[src/rtl/csi_div_cell.sv]
// one cell of the restoring divider chain, one quotient bit per cell
module csi_div_cell #(
	parameter int NM = 8,
	parameter int AW = 4,
	parameter int SW = 1
) (
	input  logic          clk,
	input  logic          ce,
	input  logic [NM-1:0] num_i,
	input  logic [AW-1:0] rem_i,
	input  logic [NM-1:0] q_i,
	input  logic [AW-1:0] den_i,
	input  logic [SW-1:0] side_i,
	output logic [NM-1:0] num_o,
	output logic [AW-1:0] rem_o,
	output logic [NM-1:0] q_o,
	output logic [AW-1:0] den_o,
	output logic [SW-1:0] side_o
);
	logic [AW:0] rem_sh;
	logic [AW:0] diff;
	logic ge;

	always_comb begin
		rem_sh = {rem_i, num_i[NM-1]};
		diff = rem_sh - {1'b0, den_i};
		ge = rem_sh >= {1'b0, den_i};
	end

	always_ff @(posedge clk) begin
		if (ce) begin
			num_o <= {num_i[NM-2:0], 1'b0};
			rem_o <= ge ? diff[AW-1:0] : rem_sh[AW-1:0];
			q_o <= {q_i[NM-2:0], ge};
			den_o <= den_i;
			side_o <= side_i;
		end
	end
endmodule

[config.mk]
export PLATFORM = sky130hd
export DESIGN_NAME = csi_div_cell
export DESIGN_NICKNAME = d
export VERILOG_FILES = /design/src/rtl/csi_div_cell.sv
export SDC_FILE = /design/constraint.sdc
export NUM_CORES = 1
export LEC_CHECK = 0
export BUFFER_PORTS_ARGS = -buffer_cell sky130_fd_sc_hd__buf_2
export CAP_MARGIN = 20
export CORE_MARGIN = 1.5
export CORE_UTILIZATION = 40
export CTS_CLUSTER_SIZE = 12
export DETAILED_ROUTE_END_ITERATION = 7
export HOLD_SLACK_MARGIN = 0.02
export PLACE_DENSITY = 0.74
export SYNTH_ARGS = -nofsm -noshare
export SYNTH_HDL_FRONTEND = slang
export SYNTH_SLANG_ARGS = --single-unit
[constraint.sdc]
create_clock -name clk -period 3.15 [get_ports clk]
set_clock_uncertainty 0.05 [all_clocks]
set_input_delay 0.4725 -clock clk [delete_from_list [all_inputs] [get_ports clk]]
set_output_delay 0.4725 -clock clk [all_outputs]
set_load 0.01 [all_outputs]
==> results.py, run 1 <==
metrics = {
    "worst_setup_path": {
        "cp.arrival_ns": 1.67,
        "worst_setup_path_start_kind": "input port",
        "max_stage_delay_ns": 0.34,
        "path_buf_inv": 1,
        "end_kind": "register",
        "crit_cells": 6,
        "slowest_stage": "ha_1",
        "path_max_fanout": 4,
        "crit_start": "rem_i[1]",
        "required_ns": 3.17,
        "path_class": "input port to register",
        "crit_path_cell_trace": "buf_2, ha_1, nand4_1, nand2_1, nor2_4, mux2_4",
        "critPathTopFamily": "simple AND/OR/NAND/NOR gates",
        "crit_path_end": "rem_o[2]",
    },
    "grt": {
        "grt-busiest-layer": "met2",
        "grtUsageMet1": 0.1270,
        "grt_pass1_vias": 533,
        "grt_max_degree": 25,
        "gr-total-overflow": 0,
        "grtUsageMet2": 0.1944,
        "grt_pass1_wl_um": 2194,
        "gr-usage-met3": 0.03801,
        "grt_usage": 0.1156,
        "antenna_found_initial": 0,
    },
    "floorplan": {
        "initial_utilization": 0.4248,
        "ios": 52,
        "dieArea_um2": 2649,
        "num_rows": 17,
        "core_area_um2": 2212,
        "die_x_um": 51.47,
        "die_y_um": 51.47,
    },
    "synth": {
        "synth_commonest_cells": "24 x edfxtp_1, 5 x inv_1, 4 x ha_1, 4 x nor2_1",
        "ys_top_cells_by_area": "edfxtp_1 77%, ha_1 5.3%, fa_1 2.1%",
        "synth-edff-count": 24,
        "synth_top_cell_by_area": "edfxtp_1",
        "ys_seq_elements": 24,
        "ys_seq_area_frac": 0.7670,
        "async_reset_ff_frac": 0,
        "synth_nets": 86,
        "synth_top_area_frac": 0.7670,
        "ys.warnings.count": 0,
        "netlist_area_um2": 939.7,
        "synth_ff_type": "edfxtp_1",
        "syn_inst": 54,
        "yosysUniqueCellTypes": 19,
        "synth_area_per_cell_um2": 17.40,
        "synth_most_common_cell": "edfxtp_1",
    },
    "final_layout": {
        "nFillCells": 196,
        "area_delta_synth_final_pct": 31.42,
        "antenna_cells": 0,
        "drive_above_1_share": 0.5333,
        "fin_cells": 133,
        "nNetsFinal": 139,
    },
    "power": {
        "cellPowerDensity_nw_per_um2": 495.8,
        "total_power_uw": 612.3,
        "vdd_drop_max_mv": 0.2518,
        "power.leakage_nw": 0.5543,
    },
    "cts": {
        "post_cts_resize_count": 0,
        "clockBufferDepth": 2,
        "cts_tree": "built",
        "post_cts_buffers": 0,
        "clockRootBuffer": "clkbuf_4",
        "clock_sinks": 24,
        "cts_made_buffers": 3,
        "path_clk_slew_ns": 0.12,
        "cts.htree.levels": 1,
        "hold_buffers": 0,
    },
    "placed_design": {
        "pre_cts_slack_ns": 1.166,
        "place_inst": 130,
        "globalplace.congestion": 0.7230,
        "port_buffers": 49,
        "dpl.hpwl_um": 1177,
    },
    "timing": {
        "hold_violations": 0,
        "max_freq_mhz": 603.7,
        "fin_crit_sh": 0.5259,
        "fin_tns_setup_ns": 0,
        "setup_viol": 0,
        "finalCriticalPeriod_ns": 1.657,
        "worst_slack_ns": 1.493,
        "rsz0062_at_grt": "false",
        "final_max_slew_viol_count": 0,
    },
    "run_status": {
        "status": "finished clean",
    },
    "drt": {
        "avgRoutedWirePerCell_um": 11.04,
        "viasPerCell": 4.519,
        "num_vias": 601,
        "dr.pass1.iters": 4,
        "routed_wl_um": 1468,
        "antenna_left": 0,
        "route.detailed.drc": 0,
        "drt-initial-drc-count": 11,
    },
    "min_path": {
        "min-delay-start": "q_i[2]",
        "hold_class": "input port to register",
        "hold_depth": 1,
    },
    "flow_run": {
        "cap_violations": 0,
    },
}
[cell type report]
| class | instances | area, µm² | share of cell area |
|---|---|---|---|
| multi-input cells | 23 | 188.9 | 0.1530 |
| well taps | 28 | 35.03 | 0.02837 |
| repair buffers | 49 | 245.2 | 0.1986 |
| inverters | 6 | 22.52 | 0.01824 |
| clock buffers | 3 | 22.52 | 0.01824 |
| flip-flops and latches | 24 | 720.7 | 0.5836 |
[registers in the layout (all words and copies together), names as in the netlist]
name,count
den_o,4
num_o,7
q_o,8
rem_o,4
side_o,1
[report_power, final]
group	total [mW]	switching, mW	internal [mW]
logic	0.101	0.0544	0.0470
clock network	0.121	0.0766	0.0445
registers	0.390	0.00536	0.384
[metal layers]
layer  wire length (µm)  vias up  share of wire
met5                  0        -              0
met4                 11        0         0.0075
met3                198        2           0.13
met2                708       37           0.48
met1                550      268           0.37
li1                   -      294              -
[metrics by stage]
| step | instance area [µm²] | utilization | hold slack, ns |
|---|---|---|---|
| finish | 1235 | 0.5583 | 0.2907 |
| global route | 1235 | 0.5583 | 0.2691 |
| CTS | 1235 | 0.5583 | 0.2771 |
| detailed placement | 1212 | 0.5481 | 0.6006 |
| global placement | 1212 | 0.5481 | 0.6005 |
| floorplan | 939.7 | - | 0.5214 |
[kinds of logic (layout without fill, tap and decap cells)]
| kind of cell | count (synthesis) | count (layout) | share of synthesized area |
|---|---|---|---|
| flip-flops | 24 | 24 | 0.7670 |
| AND/OR/NAND/NOR | 10 | 10 | 0.05593 |
| buffers and inverters | 7 | 58 | 0.03196 |
| adder cells (fa/ha/maj) | 5 | 5 | 0.07457 |
| AO/OA/AOI/OAI | 3 | 3 | 0.01996 |
| multiplexers | 3 | 3 | 0.03728 |
| other | 1 | 1 | 0.003991 |
| XOR/XNOR | 1 | 1 | 0.009323 |
[layout by cell type (no fill, tap or decap)]
| cell | n |
|---|---|
| buf_2 | 49 |
| edfxtp_1 | 24 |
| inv_1 | 5 |
| nor2_1 | 4 |
| ha_1 | 4 |
| clkbuf_4 | 3 |
| mux2i_1 | 2 |
| nor3_1 | 2 |
| nand4_1 | 1 |
| nand2_1 | 1 |
| nand2b_1 | 1 |
| o21ai_1 | 1 |
| a21oi_2 | 1 |
| nor2_4 | 1 |
| inv_2 | 1 |
| xnor2_1 | 1 |
| mux2_4 | 1 |
| a21oi_1 | 1 |
| fa_1 | 1 |
| conb_1 | 1 |
[worst min path at each step]
| stage | to | slack (ns) |
|---|---|---|
| 3_3_place_gp | q_o[7] | 0.60 |
| 4_1_cts | num_o[1] | 0.28 |
| 2_1_floorplan | den_o[0] | 0.52 |
| 5_1_grt | q_o[3] | 0.27 |
| 6_report | q_o[3] | 0.29 |
| 3_5_place_dp | num_o[6] | 0.60 |
Note: power is estimated with default switching activity, not from simulation.
==> run 2: changes to the inputs <==
--- a/config.mk
+++ b/config.mk
@@ -8,7 +8,7 @@
 export BUFFER_PORTS_ARGS = -buffer_cell sky130_fd_sc_hd__buf_2
 export CAP_MARGIN = 20
 export CORE_MARGIN = 1.5
-export CORE_UTILIZATION = 40
+export CORE_UTILIZATION = 38
 export CTS_CLUSTER_SIZE = 12
 export DETAILED_ROUTE_END_ITERATION = 7
 export HOLD_SLACK_MARGIN = 0.02
==> constraint.sdc (replaced) <==
create_clock -name clk -period 1.4 [get_ports clk]
set_clock_uncertainty 0.05 [all_clocks]
set_input_delay 0.21 -clock clk [delete_from_list [all_inputs] [get_ports clk]]
set_output_delay 0.21 -clock clk [all_outputs]
set_load 0.01 [all_outputs]
==> results.py, run 2 (synthesis gave the netlist of run 1 again) <==
metrics = {
    "flow_run": {
        "cap_violations": 0,
    },
    "power": {
        "vdd_drop_max_mv": 0.5798,
        "seq_power_share": 0.601,
        "total_power_mw": 1.461,
        "clockPowerShare": 0.191,
        "swShare": 0.2312,
        "p_int_mw": 1.123,
        "switching_power_uw": 337.7,
        "power.leakage_nw": 0.6288,
        "cellPowerDensity_nw_per_um2": 1006,
        "comb_power_share": 0.208,
    },
    "placed_design": {
        "port_buffers": 49,
        "placed_area_um2": 1319,
        "pre_cts_slack_ns": -0.2167,
        "dpl.hpwl_um": 1301,
        "globalplace.congestion": 0.7271,
    },
    "floorplan": {
        "num_rows": 17,
        "die_y_um": 52.73,
        "dieArea_um2": 2780,
        "die_x_um": 52.73,
        "ios": 52,
        "initial_utilization": 0.4129,
        "core_area_um2": 2276,
    },
    "grt": {
        "gr-total-overflow": 0,
        "grt_max_degree": 25,
        "antenna_found_initial": 0,
        "grt_pass1_wl_um": 2270,
        "grt_pass1_vias": 542,
        "grt_usage": 0.1178,
    },
    "min_path": {
        "hold_class": "input port to register",
        "min-delay-start": "q_i[5]",
    },
    "worst_setup_path": {
        "max_stage_delay_ns": 0.30,
        "path_buf_inv": 2,
        "path_class": "input port to register",
        "cp.arrival_ns": 1.30,
        "path_max_fanout": 4,
        "crit_path_cell_trace": "buf_2, inv_12, ha_4, o21ai_2, a21oi_2, nor2_4, mux2_4",
        "end_kind": "register",
        "critPathTopFamily": "multiplexers",
        "required_ns": 1.41,
        "worst_setup_path_start_kind": "input port",
        "slowest_stage": "mux2_4",
        "crit_start": "den_i[2]",
    },
    "run_status": {
        "status": "finished clean",
    },
    "timing": {
        "worst_slack_ns": 0.1144,
        "worst_slew_pin_slew_ns": 0.5179,
        "fin_crit_sh": 0.9183,
        "final_max_slew_viol_count": 0,
        "max_slew_margin": 0.6547,
        "max_freq_mhz": 777.9,
        "finalCriticalPeriod_ns": 1.286,
        "whs_ns": 0.03541,
        "hold_violations": 0,
        "setup_viol": 0,
        "rsz0062_at_grt": "false",
    },
    "cts": {
        "clock_sinks": 24,
        "cts.htree.levels": 1,
        "path_clk_slew_ns": 0.12,
        "cts_tree": "built",
        "hold_buffers": 2,
        "cts_made_buffers": 3,
        "post_cts_resize_count": 0,
        "clockBufferDepth": 2,
        "clockRootBuffer": "clkbuf_4",
        "post_cts_buffers": 0,
    },
    "drt": {
        "drt-initial-drc-count": 8,
        "num_vias": 659,
        "antenna_left": 0,
        "dr.pass1.iters": 2,
        "viasPerCell": 4.423,
        "routed_wl_um": 1741,
        "route.detailed.drc": 0,
        "avgRoutedWirePerCell_um": 11.68,
    },
    "final_layout": {
        "area_delta_synth_final_pct": 54.46,
        "final_util": 0.6377,
        "nFillCells": 172,
        "drive_above_1_share": 0.5785,
        "nNetsFinal": 155,
        "top_register": "q_o",
        "layout_commonest_cell": "buf_2",
        "largestRegisters": "q_o (8), num_o (7)",
        "final_cell_mix": "49 x buf_2, 24 x edfxtp_1, 11 x dlygate4sd3_1, 5 x buf_4",
        "finalInstanceArea_um2": 1451,
        "largest_register_ffs": 8,
        "antenna_cells": 0,
    },
}
## run 2: changes by cell type in the layout (fill, tap and decap cells not counted), sizes merged
cell / change
buf: +5
dlygate4sd3: +11
## run 2: power by group through the flow
| stage | Sequential, mW | Combinational (mW) | Clock [mW] |
|---|---|---|---|
| 2_1_floorplan | 0.935 | 0.0992 | 0 |
| 3_3_place_gp | 0.894 | 0.271 | 0 |
| 3_5_place_dp | 0.895 | 0.282 | 0 |
| 4_1_cts | 0.878 | 0.287 | 0.293 |
| 5_1_grt | 0.883 | 0.332 | 0.321 |
| 6_report | 0.877 | 0.304 | 0.280 |
## run 2: worst paths after layout
path	depth (start not counted)	endpoint	slack (ns)
worst max-delay path	7	rem_o[2]	0.11
worst min-delay path	1	q_o[6]	0.04
## run 2: layout make-up
cell class,instances,area (µm²),area share
Inverter,6,35.03,0.02414
Timing Repair Buffer,65,392.9,0.2707
Clock buffer,3,22.52,0.01552
Sequential cell,24,720.7,0.4966
Tap cell,28,35.03,0.02414
Multi-Input combinational cell,23,245.2,0.1690
## run 2: layer usage
layer | global-route usage | vias up | wire length, µm
met2 | 0.2042 | 37 | 870
met4 | 0.05128 | 0 | 0
met5 | 0 | - | 0
met3 | 0.02857 | 0 | 160
met1 | 0.1370 | 294 | 710
li1 | - | 328 | -
## run 2: metrics by stage
stage	TNS (ns)	cells
global route	0	149
floorplan	-0.03576	54
detailed placement	-0.6949	135
global placement	-0.5092	135
finish	0	149
CTS	0	140
==> run 3: changes to the inputs <==
--- a/config.mk
+++ b/config.mk
@@ -6,13 +6,15 @@
 export NUM_CORES = 1
 export LEC_CHECK = 0
 export BUFFER_PORTS_ARGS = -buffer_cell sky130_fd_sc_hd__buf_2
-export CAP_MARGIN = 20
+export CAP_MARGIN = 30
 export CORE_MARGIN = 1.5
-export CORE_UTILIZATION = 38
+export CORE_UTILIZATION = 40
+export CTS_BUF_LIST = sky130_fd_sc_hd__clkbuf_8
 export CTS_CLUSTER_SIZE = 12
 export DETAILED_ROUTE_END_ITERATION = 7
 export HOLD_SLACK_MARGIN = 0.02
-export PLACE_DENSITY = 0.74
+export PLACE_DENSITY = 0.77
+export RECOVER_POWER = 100
 export SYNTH_ARGS = -nofsm -noshare
 export SYNTH_HDL_FRONTEND = slang
 export SYNTH_SLANG_ARGS = --single-unit
==> results.py, run 3 (synthesis gave the netlist of run 1 again) <==
metrics = {
    "floorplan": {
        "initial_utilization": 0.4248,
        "ios": 52,
        "dieArea_um2": 2649,
        "die_y_um": 51.47,
        "core_area_um2": 2212,
        "num_rows": 17,
        "die_x_um": 51.47,
    },
    "final_layout": {
        "drive_above_1_share": 0.3947,
        "nNetsFinal": 147,
        "largest_register_ffs": 8,
        "antenna_cells": 0,
        "top_register": "q_o",
        "area_delta_synth_final_pct": 43.41,
        "largestRegisters": "q_o (8), num_o (7)",
        "layout_commonest_cell": "clkbuf_1",
        "final_cell_mix": "27 x clkbuf_1, 24 x edfxtp_1, 22 x buf_2, 7 x buf_4",
        "finalInstanceArea_um2": 1348,
    },
    "grt": {
        "grt_max_degree": 25,
        "grt_pass1_wl_um": 2339,
        "grt_pass1_vias": 538,
        "gr-total-overflow": 0,
        "antenna_found_initial": 0,
        "grt_usage": 0.1258,
    },
    "worst_setup_path": {
        "worst_setup_path_start_kind": "input port",
        "required_ns": 1.36,
        "cp.arrival_ns": 1.28,
        "end_kind": "register",
        "path_max_fanout": 4,
        "path_class": "input port to register",
    },
    "min_path": {
        "hold_class": "input port to register",
        "hold_depth": 1,
    },
    "timing": {
        "setup_viol": 0,
        "fin_crit_sh": 0.9459,
        "finalCriticalPeriod_ns": 1.324,
        "worst_slew_pin_slew_ns": 0.5499,
        "max_slew_margin": 0.6334,
        "max_freq_mhz": 755.2,
        "hold_violations": 0,
        "final_max_slew_viol_count": 0,
        "rsz0062_at_grt": "false",
    },
    "cts": {
        "clockBufferDepth": 2,
        "cts_tree": "built",
        "cts_made_buffers": 3,
        "cts.htree.levels": 1,
        "post_cts_buffers": 0,
        "clock_sinks": 24,
        "path_clk_slew_ns": 0.07,
        "hold_buffers": 0,
        "post_cts_resize_count": 0,
        "clockRootBuffer": "clkbuf_8",
    },
    "run_status": {
        "status": "finished clean",
    },
    "power": {
        "total_power_mw": 1.523,
        "cellPowerDensity_nw_per_um2": 1131,
        "vdd_drop_max_mv": 0.6547,
        "power.leakage_nw": 0.5316,
    },
    "drt": {
        "routed_wl_um": 1607,
        "antenna_left": 0,
        "num_vias": 630,
        "drt-initial-drc-count": 4,
        "viasPerCell": 4.437,
        "dr.pass1.iters": 2,
        "route.detailed.drc": 0,
        "avgRoutedWirePerCell_um": 11.32,
    },
    "flow_run": {
        "cap_violations": 0,
    },
    "placed_design": {
        "port_buffers": 49,
        "placed_area_um2": 1341,
        "globalplace.congestion": 0.7284,
    },
}
## run 3: where the power goes
| group | internal, mW | leakage, nW | switching (mW) |
|---|---|---|---|
| registers | 0.866 | 0.235 | 0.0144 |
| clock network | 0.195 | 0.0231 | 0.185 |
| logic | 0.123 | 0.273 | 0.140 |
| total | 1.18 | 0.532 | 0.339 |
## run 3: per-layer routing
layer,GRT usage,vias to the layer above,routed length [µm]
li1,-,314,-
met1,0.1471,278,678
met2,0.2051,36,731
met3,0.04094,2,189
met4,0.06579,0,7
met5,0,-,0
## run 3: final cells by class
class                           instances  area [µm²]
Tap cell                               28       35.03
Sequential cell                        24       720.7
Clock inverter                          1       3.754
Fill cell                             209       864.6
Timing Repair Buffer                   57       269.0
Clock buffer                            3       41.29
Inverter                                6       35.03
Multi-Input combinational cell         23       242.7
## run 3: stage by stage
step	worst slack [ns]	util	TNS [ns]	cells	hold WS (ns)
CTS	0.07495	0.6267	0	142	0.06747
global route	0.01434	0.6092	0	142	0.06313
finish	0.07580	0.6092	0	142	0.07889
detailed placement	-0.2080	0.6063	-0.6387	138	0.3391
floorplan	-0.03576	-	-0.03576	54	0.2589
global placement	-0.1733	0.6063	-0.5045	138	0.3377
## run 3: final timing paths
| check | endpoint | slack, ns | startpoint |
|---|---|---|---|
| setup / recovery | rem_o[2] | 0.08 | den_i[2] |
| hold / removal | q_o[4] | 0.08 | q_i[3] |
## run 3: worst max-delay path: stages
cell and delay [ns]:
buf_2 0.17, inv_12 0.03, ha_4 0.24, o21ai_2 0.14
a21oi_2 0.06, nor2_4 0.13, mux2_4 0.30
