===== src/rtl/csi_sqrt_cell.sv =====
// one cell of the square root chain, one root bit per cell
module csi_sqrt_cell #(
	parameter int SQ = 4,
	parameter int RW = 8,
	parameter int SW = 1
) (
	input  logic                clk,
	input  logic                ce,
	input  logic [RW-1:0]       rad_i,
	input  logic [SQ+2:0]       rem_i,
	input  logic [SQ-1:0]       root_i,
	input  logic [SW-1:0]       side_i,
	output logic [RW-1:0]       rad_o,
	output logic [SQ+2:0]       rem_o,
	output logic [SQ-1:0]       root_o,
	output logic [SW-1:0]       side_o
);
	localparam int REM_W = SQ + 3;

	logic [REM_W-1:0] rem_sh;
	logic [REM_W-1:0] trial;
	logic ge;

	always_comb begin
		rem_sh = {rem_i[REM_W-3:0], rad_i[RW-1:RW-2]};
		trial = REM_W'({root_i, 2'b01});
		ge = rem_sh >= trial;
	end

	always_ff @(posedge clk) begin
		if (ce) begin
			rad_o <= {rad_i[RW-3:0], 2'b00};
			rem_o <= ge ? rem_sh - trial : rem_sh;
			root_o <= {root_i[SQ-2:0], ge};
			side_o <= side_i;
		end
	end
endmodule


===== config.mk =====
export PLATFORM = sky130hd
export DESIGN_NAME = csi_sqrt_cell
export DESIGN_NICKNAME = d
export VERILOG_FILES = /design/src/rtl/csi_sqrt_cell.sv
export SDC_FILE = /design/constraint.sdc
export NUM_CORES = 1
export LEC_CHECK = 0
export BUFFER_PORTS_ARGS = -buffer_cell sky130_fd_sc_hd__buf_2
export CORE_MARGIN = 1
export CORE_UTILIZATION = 40
export CTS_CLUSTER_DIAMETER = 120
export DETAILED_ROUTE_END_ITERATION = 8
export PLACE_DENSITY = 0.66
export SYNTH_ARGS = -nofsm -noshare
export SYNTH_HDL_FRONTEND = slang
export SYNTH_SLANG_ARGS = --single-unit

===== constraint.sdc =====
create_clock -name clk -period 4.92 [get_ports clk]
set_clock_uncertainty 0.1 [all_clocks]
set_input_delay 0.492 -clock clk [delete_from_list [all_inputs] [get_ports clk]]
set_output_delay 0.492 -clock clk [all_outputs]
set_load 0.05 [all_outputs]

==> flow_metrics.env, run 1 <==
export IMPL_final_common_cell="buf_2"
export IMPL_startpoint="rem_i[1]"
export IMPL_worstPathBufferInverterCount=1
export IMPL_crit_slowest_cell="ha_1"
export IMPL_routed_wl_mm=1.45
export IMPL_start_util_pct=42.0
export IMPL_num_fill_cells=190
export IMPL_finalSetupTns_ps=0
export IMPL_netlist_area_leader_share_pct=58.7
export IMPL_ys_warn_count=0
export IMPL_drtIter0Drc=5
export IMPL_syn_area_sq_um=921
export IMPL_period_share_pct=43.9
export IMPL_cts_clk_slew_worst_paths_ps=90
export IMPL_synth_edf_count=18
export IMPL_p_sw_uw=134
export IMPL_cts_setup_buffers=0
export IMPL_critical_path_cell_chain="buf_2 > ha_1 > a31oi_1 > o221ai_2 > a21boi_4 > mux2_2"
export IMPL_synth_cell_type_count=24
export IMPL_grt_usage_pct=11.9
export IMPL_clkPwrFrac_pct=17.8
export IMPL_route_vias_total=610
export IMPL_num_nets_final=135
export IMPL_fmax_mhz=463
export IMPL_cp_num_cells=6
export IMPL_seqPwrFrac_pct=49.2
export IMPL_cp_start_kind="input port"
export IMPL_dp_hpwl_mm=1.13
export IMPL_tritoncts="built"
export IMPL_endpoint_kind="flop"
export IMPL_setup_viol=0
export IMPL_ys_flop_type="edfxtp_1"
export IMPL_leakagePower_nw=0.512
export IMPL_diodes=0
export IMPL_grt_overflow_total=0
export IMPL_drv_cap=0
export IMPL_dieArea_sq_um=2500
export IMPL_syn2layout_area_growth_pct=25.5
export IMPL_clockBufferDepth=2
export IMPL_cts_max_level=1
export IMPL_worstSetupPathType="in -> reg"
export IMPL_synthTopCellsByArea="edfxtp_1 59%, ha_1 8.2%, mux2_2 4.9%"
export IMPL_cts_root_buf="clkbuf_4"
export IMPL_stdcell_count=134
export IMPL_final_hold_viol_count=0
export IMPL_yosysTopAreaCell="edfxtp_1"
export IMPL_hold_class="in -> reg"
export IMPL_viasPerCell=4.55
export IMPL_slowest_delay_ps=370
export IMPL_dieWidth_um=50.0
export IMPL_synthCells=66
export IMPL_cts_sinks=18
export IMPL_cp_arrival_ps=2100
export IMPL_dp_cells=130
export IMPL_status="completed"
export IMPL_cp_max_fo=7
export IMPL_irDropWorstVdd_mv=0.143
export IMPL_crit_family="compound AO/OA/AOI/OAI gates"
export IMPL_layout_common_cells="37 x buf_2, 18 x edfxtp_1, 9 x inv_1"
export IMPL_ys_ff_latch=18
export IMPL_dieHeight_um=50.0
export IMPL_grt_max_degree=19
export IMPL_p_int_uw=255
export IMPL_combPwrFrac_pct=33.0
export IMPL_coreArea_sq_um=2190
export IMPL_slew_viol_final=0
export IMPL_drive_gt1_share_pct=46.2
export IMPL_rows=17
export IMPL_swShare_pct=34.4
export IMPL_num_io_pins=42
export IMPL_postRouteAntennaNets=0
export IMPL_grt_pass1_vias=538
export IMPL_dr_pass1_iters=4
export IMPL_post_cts_resized=0
export IMPL_seq_area_frac_synth_pct=58.7
export IMPL_endpoint="rem_o[3]$_DFFE_PP_"
export IMPL_async_reset_ff_share_pct=0
export IMPL_antenna_found_initial=0
export IMPL_gp_congestion=0.803
export IMPL_wire_per_inst_um=10.8
export IMPL_io_buffers=37
export IMPL_syn_avg_cell_area_sq_um=14.0
export IMPL_grt_pass1_wl_mm=2.21
export IMPL_powerDensity_nw_per_um2=336
export IMPL_drc=0
export IMPL_worstPathRequired_ps=4860
export IMPL_fin_crit_ps=2160
export IMPL_rsz0062_at_grt="no"
export IMPL_numCtsBuffers=3
export IMPL_holdBufCountCts=0
==> area by class of cell <==
class | count | area [sq um] | share of cell area [%]
clock buffer | 3 | 22.5 | 1.95
clock inverter | 1 | 3.75 | 0.325
inverter | 9 | 33.8 | 2.92
multi-input combinational | 38 | 335 | 29.0
sequential | 18 | 541 | 46.8
tap | 28 | 35.0 | 3.03
timing repair buffer | 37 | 185 | 16.0
==> power groups by stage <==
stage               logic (mW)  registers (mW)  clock network [mW]
finish                   0.128           0.191              0.0692
global route             0.136           0.192              0.0754
CTS                      0.129           0.191              0.0704
detailed placement       0.128           0.195                   0
global placement         0.128           0.194                   0
floorplan               0.0424           0.252                   0
==> synthesized netlist by cell type, types with 2 or more instances <==
cell      instances
buf_4             2
edfxtp_1         18
o21a_1            2
nor2_1            3
o21ai_0           2
inv_1             9
nand2_1           2
xnor2_1           3
a21oi_1           2
ha_1              6
mux2_2            4
==> sequential cells by signal, indices dropped and copies added, names as in the netlist <==
| signal | count |
|---|---|
| rad_o | 6 |
| rem_o | 7 |
| root_o | 4 |
| side_o | 1 |
==> routing by layer <==
layer	vias to the layer above	routed length (um)	part of all wire [%]	track usage [%]
met5	-	0	0	0
met4	0	0	0	7.14
met3	0	106	7.3	2.16
met2	29	660	45	19.1
met1	266	686	47	14.8
li1	315	-	-	-
==> how the worst min path moves through the flow <==
stage          startpoint                 end  slack (ps)  cells after the start
2_1_floorplan    rad_i[0]  rad_o[2]$_DFFE_PP_         490                      0
3_3_place_gp     rad_i[2]  rad_o[4]$_DFFE_PP_         570                      1
3_5_place_dp     rad_i[2]  rad_o[4]$_DFFE_PP_         570                      1
4_1_cts          rad_i[2]  rad_o[4]$_DFFE_PP_         280                      1
5_1_grt          rad_i[4]  rad_o[6]$_DFFE_PP_         280                      1
6_report         rad_i[2]  rad_o[4]$_DFFE_PP_         280                      1
==> through the flow <==
stage | util [%] | setup slack (ps) | hold WS, ps | instance area (sq um) | power (mW)
floorplan | - | 2740 | 491 | 925 | 0.294
global placement | 51.6 | 2490 | 574 | 1130 | 0.322
detailed placement | 51.6 | 2470 | 572 | 1130 | 0.323
CTS | 52.8 | 2770 | 283 | 1160 | 0.391
global route | 52.8 | 2670 | 278 | 1160 | 0.404
finish | 52.8 | 2760 | 283 | 1160 | 0.389
==> cell families (layout without fill, tap and decap cells) <==
| logic type | after synthesis | after routing | share of synthesized area, % |
|---|---|---|---|
| adders and majority gates | 6 | 6 | 8.15 |
| other | 1 | 2 | 0.407 |
| and+or+nand+nor | 9 | 9 | 6.25 |
| DFF | 18 | 18 | 58.7 |
| AOI/OAI and AO/OA | 12 | 12 | 11.4 |
| xor gates and xnor gates | 4 | 4 | 3.81 |
| buffers and inverters | 11 | 50 | 5.30 |
| muxes | 5 | 5 | 5.98 |
Note: power is estimated with default switching activity, not from simulation.
==> run 2: changes to the inputs <==
--- a/config.mk
+++ b/config.mk
@@ -5,12 +5,13 @@
 export SDC_FILE = /design/constraint.sdc
 export NUM_CORES = 1
 export LEC_CHECK = 0
+export ABC_AREA = 1
 export BUFFER_PORTS_ARGS = -buffer_cell sky130_fd_sc_hd__buf_2
 export CORE_MARGIN = 1
 export CORE_UTILIZATION = 40
 export CTS_CLUSTER_DIAMETER = 120
 export DETAILED_ROUTE_END_ITERATION = 8
-export PLACE_DENSITY = 0.66
+export PLACE_DENSITY = 0.65
 export SYNTH_ARGS = -nofsm -noshare
 export SYNTH_HDL_FRONTEND = slang
 export SYNTH_SLANG_ARGS = --single-unit
==> constraint.sdc (replaced) <==
create_clock -name clk -period 2.05 [get_ports clk]
set_clock_uncertainty 0.1 [all_clocks]
set_input_delay 0.205 -clock clk [delete_from_list [all_inputs] [get_ports clk]]
set_output_delay 0.205 -clock clk [all_outputs]
set_load 0.05 [all_outputs]
==> flow_metrics.env, run 2 <==
export IMPL_ys_ff_latch=18
export IMPL_netlist_area_leader_share_pct=56.4
export IMPL_dr_pass1_iters=4
export IMPL_grt_overflow_total=0
export IMPL_drive_gt1_share_pct=29.5
export IMPL_synthCells=99
export IMPL_ys_warn_count=0
export IMPL_rsz0062_at_grt="no"
export IMPL_use_met2_pct=19.7
export IMPL_grt_busiest_layer="met2"
export IMPL_async_reset_ff_share_pct=0
export IMPL_layout_common_cells="37 x buf_2, 31 x nand2_1, 18 x inv_1, 18 x edfxtp_1, 8 x dlygate4sd3_1"
export IMPL_fin_crit_ps=1930
export IMPL_leakagePower_nw=0.656
export IMPL_syn_avg_cell_area_sq_um=9.68
export IMPL_antenna_found_initial=0
export IMPL_gp_congestion=0.813
export IMPL_clockBufferDepth=2
export IMPL_dieWidth_um=51.0
export IMPL_worstSetupPathType="in -> reg"
export IMPL_slew_viol_final=0
export IMPL_grt_usage_pct=13.5
export IMPL_largest_reg_flops=7
export IMPL_seq_area_frac_synth_pct=56.4
export IMPL_final_common_cell="buf_2"
export IMPL_fmax_mhz=519
export IMPL_io_buffers=37
export IMPL_crit_slowest_cell="dlygate4sd3_1"
export IMPL_drtIter0Drc=6
export IMPL_numCtsBuffers=3
export IMPL_use_met1_pct=17.0
export IMPL_status="completed"
export IMPL_route_vias_total=753
export IMPL_irDropWorstVdd_mv=0.373
export IMPL_post_cts_resized=0
export IMPL_routed_wl_mm=1.63
export IMPL_drc=0
export IMPL_synthTopCellsByArea="edfxtp_1 56%, nand2_1 12%, ha_1 7.8%"
export IMPL_top_regs="rem_o: 7 flops, rad_o: 6 flops, root_o: 4 flops"
export IMPL_post_synth_top_count_cell="nand2_1"
export IMPL_final_hold_viol_count=0
export IMPL_num_io_pins=42
export IMPL_slowest_delay_ps=520
export IMPL_syn_area_sq_um=958
export IMPL_final_util_pct=56.9
export IMPL_endpoint_kind="flop"
export IMPL_path_common_cell="nand2_1"
export IMPL_dp_hpwl_mm=1.25
export IMPL_dieHeight_um=51.0
export IMPL_synth_edf_count=18
export IMPL_viasPerCell=4.33
export IMPL_regMostFlops="rem_o"
export IMPL_hold_slack_ps=14.0
export IMPL_postRouteAntennaNets=0
export IMPL_cp_max_fo=8
export IMPL_cts_clk_slew_worst_paths_ps=90
export IMPL_grt_pass1_wl_mm=2.45
export IMPL_grt_max_degree=19
export IMPL_syn2layout_area_growth_pct=32.5
export IMPL_cp_start_kind="input port"
export IMPL_period_share_pct=94.0
export IMPL_num_nets_final=176
export IMPL_cts_setup_buffers=0
export IMPL_dieArea_sq_um=2600
export IMPL_powerDensity_nw_per_um2=732
export IMPL_cts_max_level=1
export IMPL_diodes=0
export IMPL_grt_pass1_vias=619
export IMPL_start_util_pct=42.9
export IMPL_holdBufCountCts=3
export IMPL_holdPathStages=1
export IMPL_synth_cell_type_count=19
export IMPL_drv_cap=0
export IMPL_synth_commonest_cells="31 x nand2_1, 18 x edfxtp_1, 18 x inv_1"
export IMPL_cts_root_buf="clkbuf_4"
export IMPL_ys_flop_type="edfxtp_1"
export IMPL_worstPathRequired_ps=1990
export IMPL_cts_sinks=18
export IMPL_total_power_uw=930
export IMPL_grtUsageMet3_pct=2.68
export IMPL_tritoncts="built"
export IMPL_finalSetupTns_ps=0
export IMPL_cp_arrival_ps=1870
export IMPL_rows=17
export IMPL_setup_viol=0
export IMPL_critical_path_cell_chain="dlygate4sd3_1 > buf_2 > inv_1 > ha_1 > o21ai_0 > nand2_1 > nand2_1 > nand3_2 > nand3_1 > nand2_1"
export IMPL_yosysTopAreaCell="edfxtp_1"
export IMPL_coreArea_sq_um=2230
export IMPL_hold_class="in -> reg"
export IMPL_wire_per_inst_um=9.37
[run 2: changes by cell type after synthesis, moves of 2 or more]
cell     previous run  this run
xnor2_1             3         1
mux2_2              4         0
o21a_1              2         0
inv_1               9        18
nand2_1             2        31
nand3_1             1         6
[run 2: layer usage]
metal	part of all wire (%)	wire length (um)
met1	50	822
met4	2.9	48
met2	40	651
met5	0	0
met3	6.6	107
[run 2: report_power, final]
part           internal, mW  switching, mW  total (mW)
sequential            0.449        0.00673       0.456
combinational        0.0865          0.227       0.314
clock                0.0681         0.0916       0.160
total                 0.604          0.325       0.930
[run 2: path summary, 6_finish.rpt]
kind / slack [ps] / endpoint / from
setup / recovery: 120 / rem_o[5]$_DFFE_PP_ / root_i[0]
hold / removal: 10 / root_o[3]$_DFFE_PP_ / root_i[2]
[run 2: through the flow]
stage	instances	setup WS (ps)	cell area (sq um)
floorplan	100	600	962
finish	174	123	1270
CTS	169	626	1220
detailed placement	163	326	1170
global placement	163	356	1170
global route	174	1.02	1270
[run 2: critical path: cells and delay by family]
kind / cells / cell delay, ps
AO/OA/AOI/OAI: 1 / 110
adder cells (fa/ha/maj): 1 / 350
buffers and inverters: 3 / 670
AND/OR/NAND/NOR: 5 / 550
[run 2: logic make-up after synthesis]
logic type	Yosys count	share of synthesized area [%]
AOI/OAI and AO/OA	6	3.52
xor gates and xnor gates	3	2.74
adders and majority gates	6	7.83
buffers and inverters	20	8.62
DFF	18	56.4
other	1	0.391
and+or+nand+nor	45	20.5
[run 2: cell type report]
| class | instances | area, sq um |
|---|---|---|
| tap | 28 | 35.0 |
| sequential | 18 | 541 |
| inverter | 18 | 67.6 |
| multi-input combinational | 62 | 339 |
| clock buffer | 3 | 22.5 |
| timing repair buffer | 45 | 265 |
| fill | 193 | 963 |
==> run 3: changes to the inputs <==
==> constraint.sdc (replaced) <==
create_clock -name clk -period 2.22 [get_ports clk]
set_clock_uncertainty 0.1 [all_clocks]
set_input_delay 0.222 -clock clk [delete_from_list [all_inputs] [get_ports clk]]
set_output_delay 0.222 -clock clk [all_outputs]
set_load 0.05 [all_outputs]
==> flow_metrics.env, run 3 (synthesis gave the netlist of run 2 again) <==
export IMPL_regMostFlops="rem_o"
export IMPL_grt_usage_pct=13.0
export IMPL_dpl_instance_area_sq_um=1170
export IMPL_worstSetupPathType="in -> reg"
export IMPL_grt_overflow_total=0
export IMPL_powerDensity_nw_per_um2=707
export IMPL_num_fill_cells=206
export IMPL_routed_wl_mm=1.48
export IMPL_drv_cap=0
export IMPL_num_io_pins=42
export IMPL_drive_gt1_share_pct=31.2
export IMPL_finalSetupTns_ps=0
export IMPL_dieHeight_um=51.0
export IMPL_cp_num_cells=8
export IMPL_crit_family="simple AND/OR/NAND/NOR gates"
export IMPL_critical_path_cell_chain="buf_2 > ha_1 > nand2_1 > nand2_1 > a21oi_2 > nand3_2 > nand3_1 > nand2_1"
export IMPL_fin_crit_ps=1440
export IMPL_cts_root_buf="clkbuf_4"
export IMPL_fmax_mhz=697
export IMPL_slew_viol_final=0
export IMPL_largest_reg_flops=7
export IMPL_diodes=0
export IMPL_leakagePower_nw=0.622
export IMPL_postRouteAntennaNets=0
export IMPL_coreArea_sq_um=2230
export IMPL_cp_start_kind="input port"
export IMPL_dieWidth_um=51.0
export IMPL_irDropWorstVdd_mv=0.344
export IMPL_worstPathRequired_ps=2160
export IMPL_antenna_found_initial=0
export IMPL_worstPathBufferInverterCount=1
export IMPL_holdPathStages=1
export IMPL_path_common_cell="nand2_1"
export IMPL_cts_clk_slew_worst_paths_ps=80
export IMPL_cts_sinks=18
export IMPL_cts_max_level=1
export IMPL_dr_pass1_iters=4
export IMPL_start_util_pct=42.9
export IMPL_drtIter0Drc=11
export IMPL_hold_class="in -> reg"
export IMPL_final_common_cell="buf_2"
export IMPL_grt_pass1_vias=620
export IMPL_dp_hpwl_mm=1.24
export IMPL_grt_pass1_wl_mm=2.46
export IMPL_io_buffers=37
export IMPL_rows=17
export IMPL_post_cts_resized=0
export IMPL_layout_common_cells="37 x buf_2, 31 x nand2_1, 18 x inv_1, 18 x edfxtp_1"
export IMPL_dieArea_sq_um=2600
export IMPL_status="completed"
export IMPL_viasPerCell=4.49
export IMPL_rsz0062_at_grt="no"
export IMPL_numCtsBuffers=3
export IMPL_slowest_delay_ps=340
export IMPL_route_vias_total=746
export IMPL_syn2layout_area_growth_pct=24.2
export IMPL_holdBufCountCts=0
export IMPL_tritoncts="built"
export IMPL_setup_viol=0
export IMPL_num_nets_final=168
export IMPL_final_area_sq_um=1190
export IMPL_cp_max_fo=8
export IMPL_wire_per_inst_um=8.89
export IMPL_cp_arrival_ps=1370
export IMPL_final_util_pct=53.3
export IMPL_gp_congestion=0.814
export IMPL_top_regs="rem_o: 7 flops, rad_o: 6 flops, root_o: 4 flops"
export IMPL_clockBufferDepth=2
export IMPL_final_hold_viol_count=0
export IMPL_period_share_pct=64.7
export IMPL_crit_slowest_cell="ha_1"
export IMPL_grt_max_degree=19
export IMPL_endpoint_kind="flop"
export IMPL_cts_setup_buffers=0
export IMPL_drc=0
==> run 3: changes by cell type in the layout (fill, tap and decap cells not counted), sizes merged <==
| cell | previous run | this run |
|---|---|---|
| dlygate4sd3 | 8 | 0 |
==> run 3: final timing paths <==
check | startpoint | to | slack, ps
max | rem_i[2] | rem_o[5]$_DFFE_PP_ | 780
min | rad_i[0] | rad_o[2]$_DFFE_PP_ | 20
==> run 3: metal layers <==
metal  track usage [%]  up-vias  part of all wire (%)
met3              1.79        2                   8.1
met4              8.33        0                  0.68
met1              17.9      314                    51
li1                  -      395                     -
met5                 0        -                     0
met2              19.1       35                    41
==> run 3: area by class of cell <==
type | count | area (sq um) | share of cell area (%)
well taps | 28 | 35.0 | 2.94
clock buffers | 3 | 22.5 | 1.89
multi-input cells | 62 | 339 | 28.5
flip-flops and latches | 18 | 541 | 45.4
repair buffers | 37 | 185 | 15.6
inverters | 18 | 67.6 | 5.68
==> run 3: per-stage QoR <==
step | total power, mW | instances | setup WS [ps] | hold slack (ps)
after global placement | 0.707 | 163 | 509 | 304
after CTS | 0.849 | 166 | 787 | 17.8
after global routing | 0.888 | 166 | 655 | 4.30
after detailed placement | 0.709 | 163 | 493 | 307
after floorplan | 0.644 | 100 | 753 | 221
final | 0.842 | 166 | 785 | 22.0
==> run 3: power breakdown <==
group | internal, mW | total, mW | switching, mW
Combinational | 0.0707 | 0.278 | 0.207
Sequential | 0.415 | 0.421 | 0.00623
Clock | 0.0628 | 0.142 | 0.0796
